### src/tssim_pkg.sv
// shared types, constants and weight lookup for the tiled ssim accumulator
`default_nettype none
package tssim_pkg;

  localparam int unsigned DefRadius     = 3;
  localparam int unsigned DefMaxWindows = 65536;

  localparam logic [15:0] WeightCenterRst = 16'd10624;
  localparam logic [15:0] WeightOff01Rst  = 16'd6443;
  localparam logic [15:0] WeightOff02Rst  = 16'd1438;
  localparam logic [15:0] WeightOff11Rst  = 16'd3908;
  localparam logic [15:0] WeightOff12Rst  = 16'd872;
  localparam logic [15:0] WeightOff22Rst  = 16'd195;
  localparam logic [31:0] StabC1Rst       = 32'd1665;
  localparam logic [31:0] StabC2Rst       = 32'd14982;

  localparam logic [2:0] RegWeightCenter = 3'd0;
  localparam logic [2:0] RegWeightOff01  = 3'd1;
  localparam logic [2:0] RegWeightOff02  = 3'd2;
  localparam logic [2:0] RegWeightOff11  = 3'd3;
  localparam logic [2:0] RegWeightOff12  = 3'd4;
  localparam logic [2:0] RegWeightOff22  = 3'd5;
  localparam logic [2:0] RegStabC1       = 3'd6;
  localparam logic [2:0] RegStabC2       = 3'd7;

  localparam int unsigned CfgIdxW = 4;

  // weight class 0..5 from absolute row/column offsets
  function automatic logic [2:0] weight_class(input logic [2:0] ay, input logic [2:0] ax);
    logic [2:0] lo;
    logic [2:0] hi;
    begin
      lo = (ay < ax) ? ay : ax;
      hi = (ay < ax) ? ax : ay;
      if (lo == 3'd0 && hi == 3'd0)      weight_class = 3'd0;
      else if (lo == 3'd0 && hi == 3'd1) weight_class = 3'd1;
      else if (lo == 3'd0)               weight_class = 3'd2;
      else if (lo == 3'd1 && hi == 3'd1) weight_class = 3'd3;
      else if (lo == 3'd1)               weight_class = 3'd4;
      else                               weight_class = 3'd5;
    end
  endfunction

  // datapath commands from the controller
  typedef struct packed {
    logic load;        // accept an item and accumulate its weighted sums
    logic clr_sums;    // clear sums and position
    logic means;       // latch mu values
    logic pass_step;   // second pass, one stored pixel
    logic pass_clr;    // clear variance accumulators
    logic lum;         // form luminance terms
    logic con;         // form contrast terms
    logic div_start;   // start a divider
    logic div_sel;     // 0 luminance, 1 contrast
    logic prod;        // ssim product
    logic commit;      // update totals and form output
    logic mean_start;  // start the mean divider
  } tssim_cmd_t;

  typedef struct packed {
    logic win_end;     // accepted item closes a window
    logic pass_done;   // last stored pixel processed
    logic div_busy;
    logic is_last;     // the closing item carried last_of_image
  } tssim_sts_t;

endpackage
`default_nettype wire

### src/tssim_ctrl.sv
// controller state machine sequencing load, second pass, divisions and output
`default_nettype none
module tssim_ctrl (
  input  wire logic                  clk,
  input  wire logic                  rst_n,
  input  wire logic                  in_valid,
  output logic                       in_stall,
  output logic                       out_valid,
  input  wire logic                  out_stall,
  input  wire tssim_pkg::tssim_sts_t sts,
  output tssim_pkg::tssim_cmd_t      cmd
);
  typedef enum logic [11:0] {
    S_LOAD  = 12'b000000000001,
    S_MEANS = 12'b000000000010,
    S_PASS  = 12'b000000000100,
    S_TERMS = 12'b000000001000,
    S_LDIV  = 12'b000000010000,
    S_LWAIT = 12'b000000100000,
    S_CDIV  = 12'b000001000000,
    S_CWAIT = 12'b000010000000,
    S_PROD  = 12'b000100000000,
    S_COMMIT= 12'b001000000000,
    S_MWAIT = 12'b010000000000,
    S_OUT   = 12'b100000000000
  } state_t;

  state_t state_r, state_nxt;
  logic   acc;

  assign in_stall  = (state_r != S_LOAD);
  assign acc       = in_valid && !in_stall;
  assign out_valid = (state_r == S_OUT);

  always_comb begin
    state_nxt = state_r;
    cmd       = '0;
    unique case (state_r)
      S_LOAD: begin
        cmd.load = acc;
        if (acc && sts.win_end) state_nxt = S_MEANS;
      end
      S_MEANS: begin
        cmd.means    = 1'b1;
        cmd.pass_clr = 1'b1;
        state_nxt    = S_PASS;
      end
      S_PASS: begin
        cmd.pass_step = 1'b1;
        if (sts.pass_done) state_nxt = S_TERMS;
      end
      S_TERMS: begin
        cmd.lum   = 1'b1;
        cmd.con   = 1'b1;
        state_nxt = S_LDIV;
      end
      S_LDIV: begin
        cmd.div_start = 1'b1;
        state_nxt     = S_LWAIT;
      end
      S_LWAIT: begin
        if (!sts.div_busy) state_nxt = S_CDIV;
      end
      S_CDIV: begin
        cmd.div_start = 1'b1;
        cmd.div_sel   = 1'b1;
        state_nxt     = S_CWAIT;
      end
      S_CWAIT: begin
        cmd.div_sel = 1'b1;
        if (!sts.div_busy) state_nxt = S_PROD;
      end
      S_PROD: begin
        cmd.prod  = 1'b1;
        state_nxt = S_COMMIT;
      end
      S_COMMIT: begin
        cmd.commit     = 1'b1;
        cmd.mean_start = sts.is_last;
        state_nxt      = sts.is_last ? S_MWAIT : S_OUT;
      end
      S_MWAIT: begin
        if (!sts.div_busy) state_nxt = S_OUT;
      end
      S_OUT: begin
        if (!out_stall) begin
          cmd.clr_sums = 1'b1;
          state_nxt    = S_LOAD;
        end
      end
      default: state_nxt = S_LOAD;
    endcase
  end

  always_ff @(posedge clk) begin
    if (!rst_n) begin
      state_r <= S_LOAD;
    end else begin
      state_r <= state_nxt;
    end
  end
endmodule
`default_nettype wire

### config.mk
export PLATFORM = sky130hd
export DESIGN_NAME = tssim_ctrl
export DESIGN_NICKNAME = d
export VERILOG_FILES = /design/src/tssim_pkg.sv /design/src/tssim_ctrl.sv
export SDC_FILE = /design/constraint.sdc
export NUM_CORES = 1
export LEC_CHECK = 0
export BUFFER_PORTS_ARGS = -buffer_cell sky130_fd_sc_hd__buf_2
export CAP_MARGIN = 5
export CORE_ASPECT_RATIO = 1.2
export CORE_MARGIN = 5
export CORE_UTILIZATION = 55
export CTS_CLUSTER_DIAMETER = 120
export DETAILED_ROUTE_END_ITERATION = 10
export PLACE_DENSITY = 0.84
export SLEW_MARGIN = 15
export SYNTH_ARGS = -nofsm -noshare
export SYNTH_HDL_FRONTEND = slang
export SYNTH_SLANG_ARGS = --single-unit
### constraint.sdc
create_clock -name clk -period 3.1 [get_ports clk]
set_input_delay 0 -clock clk [delete_from_list [all_inputs] [get_ports clk]]
set_output_delay 0 -clock clk [all_outputs]
set_load 0.005 [all_outputs]
# Word-level counts from Yosys, hierarchy flattened
# Cells that the tools add are included.
# W data, S select, Z words.
# op_classes
eq_ne,19
mux,18
n_reduce_logical,6
# op_table
operator,count
$pmux W12 S12,1
$mux W12,7
$eq A12 B1 Y1 const B,1
$eq A12 B10 Y1 const B,1
$eq A12 B11 Y1 const B,1
$eq A12 B12 Y1 const B,1
$eq A12 B2 Y1 const B,1
$eq A12 B3 Y1 const B,1
$eq A12 B4 Y1 const B,1
$eq A12 B5 Y1 const B,1
$eq A12 B6 Y1 const B,1
$eq A12 B7 Y1 const B,1
$eq A12 B8 Y1 const B,1
$eq A12 B9 Y1 const B,1
$ne A12 B1 Y1 const B,1
$ne A2 B2 Y1 const B,6
$mux W1,8
$reduce_and A6 Y1,1
$mux W2,2
$reduce_or A2 Y1,2
$logic_and A1 B1 Y1,2
$logic_not A1 Y1,1
# word_totals
reg_bits,12
out_inout_bits,14

# Depth between registers and ports, before layout
# logic_depth
word_depth,6
depth_mapped,6

# Worst setup path after synthesis
# No wires, ideal clock.
# synth_path
kind,reg2reg
startpoint,register state_r[4]
endpoint,register state_r[0]
setup_time_ns,0.114
arrival_ns,1.611
t_required_ns,2.986
setup_slack_ns,1.375
path_stages_with_launch,7
n_path_buf,1
period_less_slack_ns,1.725
path_cell_list,dfxtp_1 > buf_6 > or4_4 > o22a_1 > a2111oi_2 > o41ai_1 > a21o_1
# synth_via
elab_chain_cells,6
# synth_lines
element,line,rtl
start: declaration,tssim_ctrl.sv:28,"state_t state_r, state_nxt;"
start signal: assignment,tssim_ctrl.sv:99,state_r <= state_nxt;
$ne A12 B1 Y1,tssim_ctrl.sv:31,assign in_stall = (state_r != S_LOAD);
$logic_not A1 Y1,tssim_ctrl.sv:32,assign acc = in_valid && !in_stall;
$logic_and A1 B1 Y1,tssim_ctrl.sv:32,
$logic_and A1 B1 Y1,tssim_ctrl.sv:41,if (acc && sts.win_end) state_nxt = S_MEANS;
$ne A2 B2 Y1 (no source line),--,
$reduce_and A6 Y1 (no source line),--,
# Several ways; a longest one is shown, not always the timed one.
# A chain may end at the register's enable or synchronous reset.

==> results.toml <==
[layout]
largest_register_ffs = 12
layout-drive-gt1-share_pct = 30.71
final_nets = 136
regMostFlops = "state_r"
syn2layout_area_growth_pct = 9.789
top_regs = "state_r x12"
n_antenna_cell = 0
fillers = 155
final_util_pct = 63.26
final_common_cell = "buf_2"
layout_common_cells = "buf_2, dfxtp_1, nor2_1"

[timing]
hold_viol = 0
period_share_pct = 64.86
setup-violations-final = 0
relSlewSlack_pct = 59.70
fin_crit_ns = 2.011
fmax_ghz = 0.4974
worstMarginPinSlew_ns = 0.5961
slew_viol_final = 0
setup_tns_ns = 0
fin_skew_ns = 0.007437
rsz0062_at_grt = "no"

[setup_path]
required_ns = 3.10
startpoint_type = "register"
arrival_ns = 2.01
path_class = "register to primary output"
crit_path_end_kind = "primary output"
path_max_fanout = 13
r2r_slack_ns = 1.21

[power_and_ir_drop]
p_switching_uw = 117.1
p_int_uw = 277.3
total_power_uw = 394.4
swShare_pct = 29.70
worst_ir_drop_vdd_uv = 232.3
power_frac_seq_pct = 43.8
leakage_uw = 0.0004656
pwr_density_cell_nw_per_um2 = 379.8
clkPwrFrac_pct = 31.4
combPwrFrac_pct = 24.8

[synth]
yosys_warnings = 0
ys.flop_type = "dfxtp_1"
synth_top_area_cell = "dfxtp_1"
syn_area_sq_um = 945.9
ys_types = 48
netlist_instances = 110
synth_edf_count = 0
ys_ff_latch = 12
synth.avg_cell_area_sq_um = 8.599
ys_async_sr_fraction_pct = 0
ys_seq_area_share_pct = 25.40
synth_top_area_share_pct = 25.40
synthesis.nets = 118
synth_area_leaders = "dfxtp_1, and3_1, nor4_1"

[floorplan]
fp.dieW_microns = 47.86
dieArea_sq_um = 2653
io_pins = 22
num_rows = 16
core_area_sq_um = 1642
die_h_microns = 55.43
start_util_pct = 57.62

[cts]
post_cts_buffers = 0
cts_sinks = 12
insertion_delay_ns = 0.28
clockRootBuffer = "clkbuf_4"
clk_pin_slew_ns = 0.08
max-clock-path-buffers = 2
cts_tree = "built"
numCtsBuffers = 3
htreeDepth = 1

[route]
routed_via_density = 6.248
wl_mm = 2.146
vias = 906
drt_iter0_drc = 38
route.detailed.wl_per_inst_microns = 14.80
dr.pass1.iters = 4
ant_nets = 0
drc = 0

[global_routing]
grt_usage_pct = 17.87
grt_start_max_net_pins = 15
antenna_found_initial = 0
grt_overflow_total = 0
grt_pass1_wl_mm = 3.608
grt_pass1_vias = 879

[run_status]
status = "finished clean"

[place]
gp_congestion = 0.7973
port-buffer-count = 21
hpwlAfterDp_mm = 1.677

[flow_run]
drv_cap = 0

[hold_path]
hold_path_class = "input pin to register"
-- through the flow --
step / hold slack, ns / setup slack (ns) / cell area [sq um] / std cells
2_1_floorplan: 0.03110 / 1.375 / 945.9 / 110
3_3_place_gp: 0.2537 / 1.299 / 992.2 / 140
3_5_place_dp: 0.2555 / 1.231 / 992.2 / 140
4_1_cts: 0.009837 / 1.087 / 1039 / 145
5_1_grt: 0.03027 / 0.8235 / 1039 / 145
6_report: 0.02014 / 1.089 / 1039 / 145
-- worst max-delay path: stages, from the launching register on --
cell     delay (ns)
dfxtp_1        0.43
or4_4          0.61
nor4_2         0.38
and3_1         0.21
buf_2          0.11
-- final cells by class --
type	count	area, sq um	share of cell area, %
Multi-Input combinational cell	86	613.1	59.04
Tap cell	18	22.52	2.169
Timing Repair Buffer	22	115.1	11.08
Clock buffer	4	36.28	3.494
Sequential cell	12	240.2	23.13
Inverter	3	11.26	1.084
-- metal layers --
metal	global-route usage, %	share of wire (%)	vias to the layer above
li1	-	-	443
met1	21.26	42	428
met2	30.06	52	30
met3	1.948	5.1	5
met4	8.077	1.5	0
met5	0	0	-
-- path summary, 6_finish.rpt --
| kind | start | endpoint | cells after the start |
|---|---|---|---|
| max | state_r[5]$_SDFFE_PN0P_ | cmd[0] | 4 |
| min | rst_n | state_r[11]$_SDFFE_PN0P_ | 2 |
| max reg2reg | state_r[5]$_SDFFE_PN0P_ | state_r[0]$_SDFFE_PN1P_ | 5 |
| min reg2reg | state_r[7]$_SDFFE_PN0P_ | state_r[8]$_SDFFE_PN0P_ | 2 |
-- cells by family (layout without fill, tap and decap cells) --
group / count (synthesis) / in the layout / share of synthesized area, %
XOR/XNOR: 5 / 5 / 4.630
buffers and inverters: 12 / 29 / 9.787
AND/OR/NAND/NOR: 58 / 58 / 40.74
AO/OA/AOI/OAI: 23 / 23 / 19.45
flip-flops: 12 / 12 / 25.40
-- power groups by stage --
| stage | Sequential (uW) | Combinational [uW] | Clock [uW] |
|---|---|---|---|
| finish | 173 | 97.8 | 124 |
| global route | 174 | 109 | 131 |
| CTS | 172 | 97.7 | 123 |
| detailed placement | 176 | 96.3 | 0 |
| global placement | 176 | 92.5 | 0 |
| floorplan | 172 | 68.3 | 0 |
-- cell usage after synthesis (2+ instances only) --
master and instances:
or3_1 2, dfxtp_1 12, nand2b_1 2, nor4_2 3, nor2b_1 3, inv_1 3
nor2_1 7, a21oi_1 5, buf_6 2, and3_1 6, buf_4 4, nor4b_1 3
nand3b_1 2, o21ai_1 2, o21ai_0 4, nor3_1 3, nor4_1 6, and2_1 3
xnor2_1 3, nand2_1 5, or4_4 2, xor2_1 2
-- repair_timing --
action / CTS / global route
gates resized for setup: 0 / 0
hold endpoints to repair: 1 / 0
hold buffers: 1 / 0
Power figures use the tool's default switching activity.
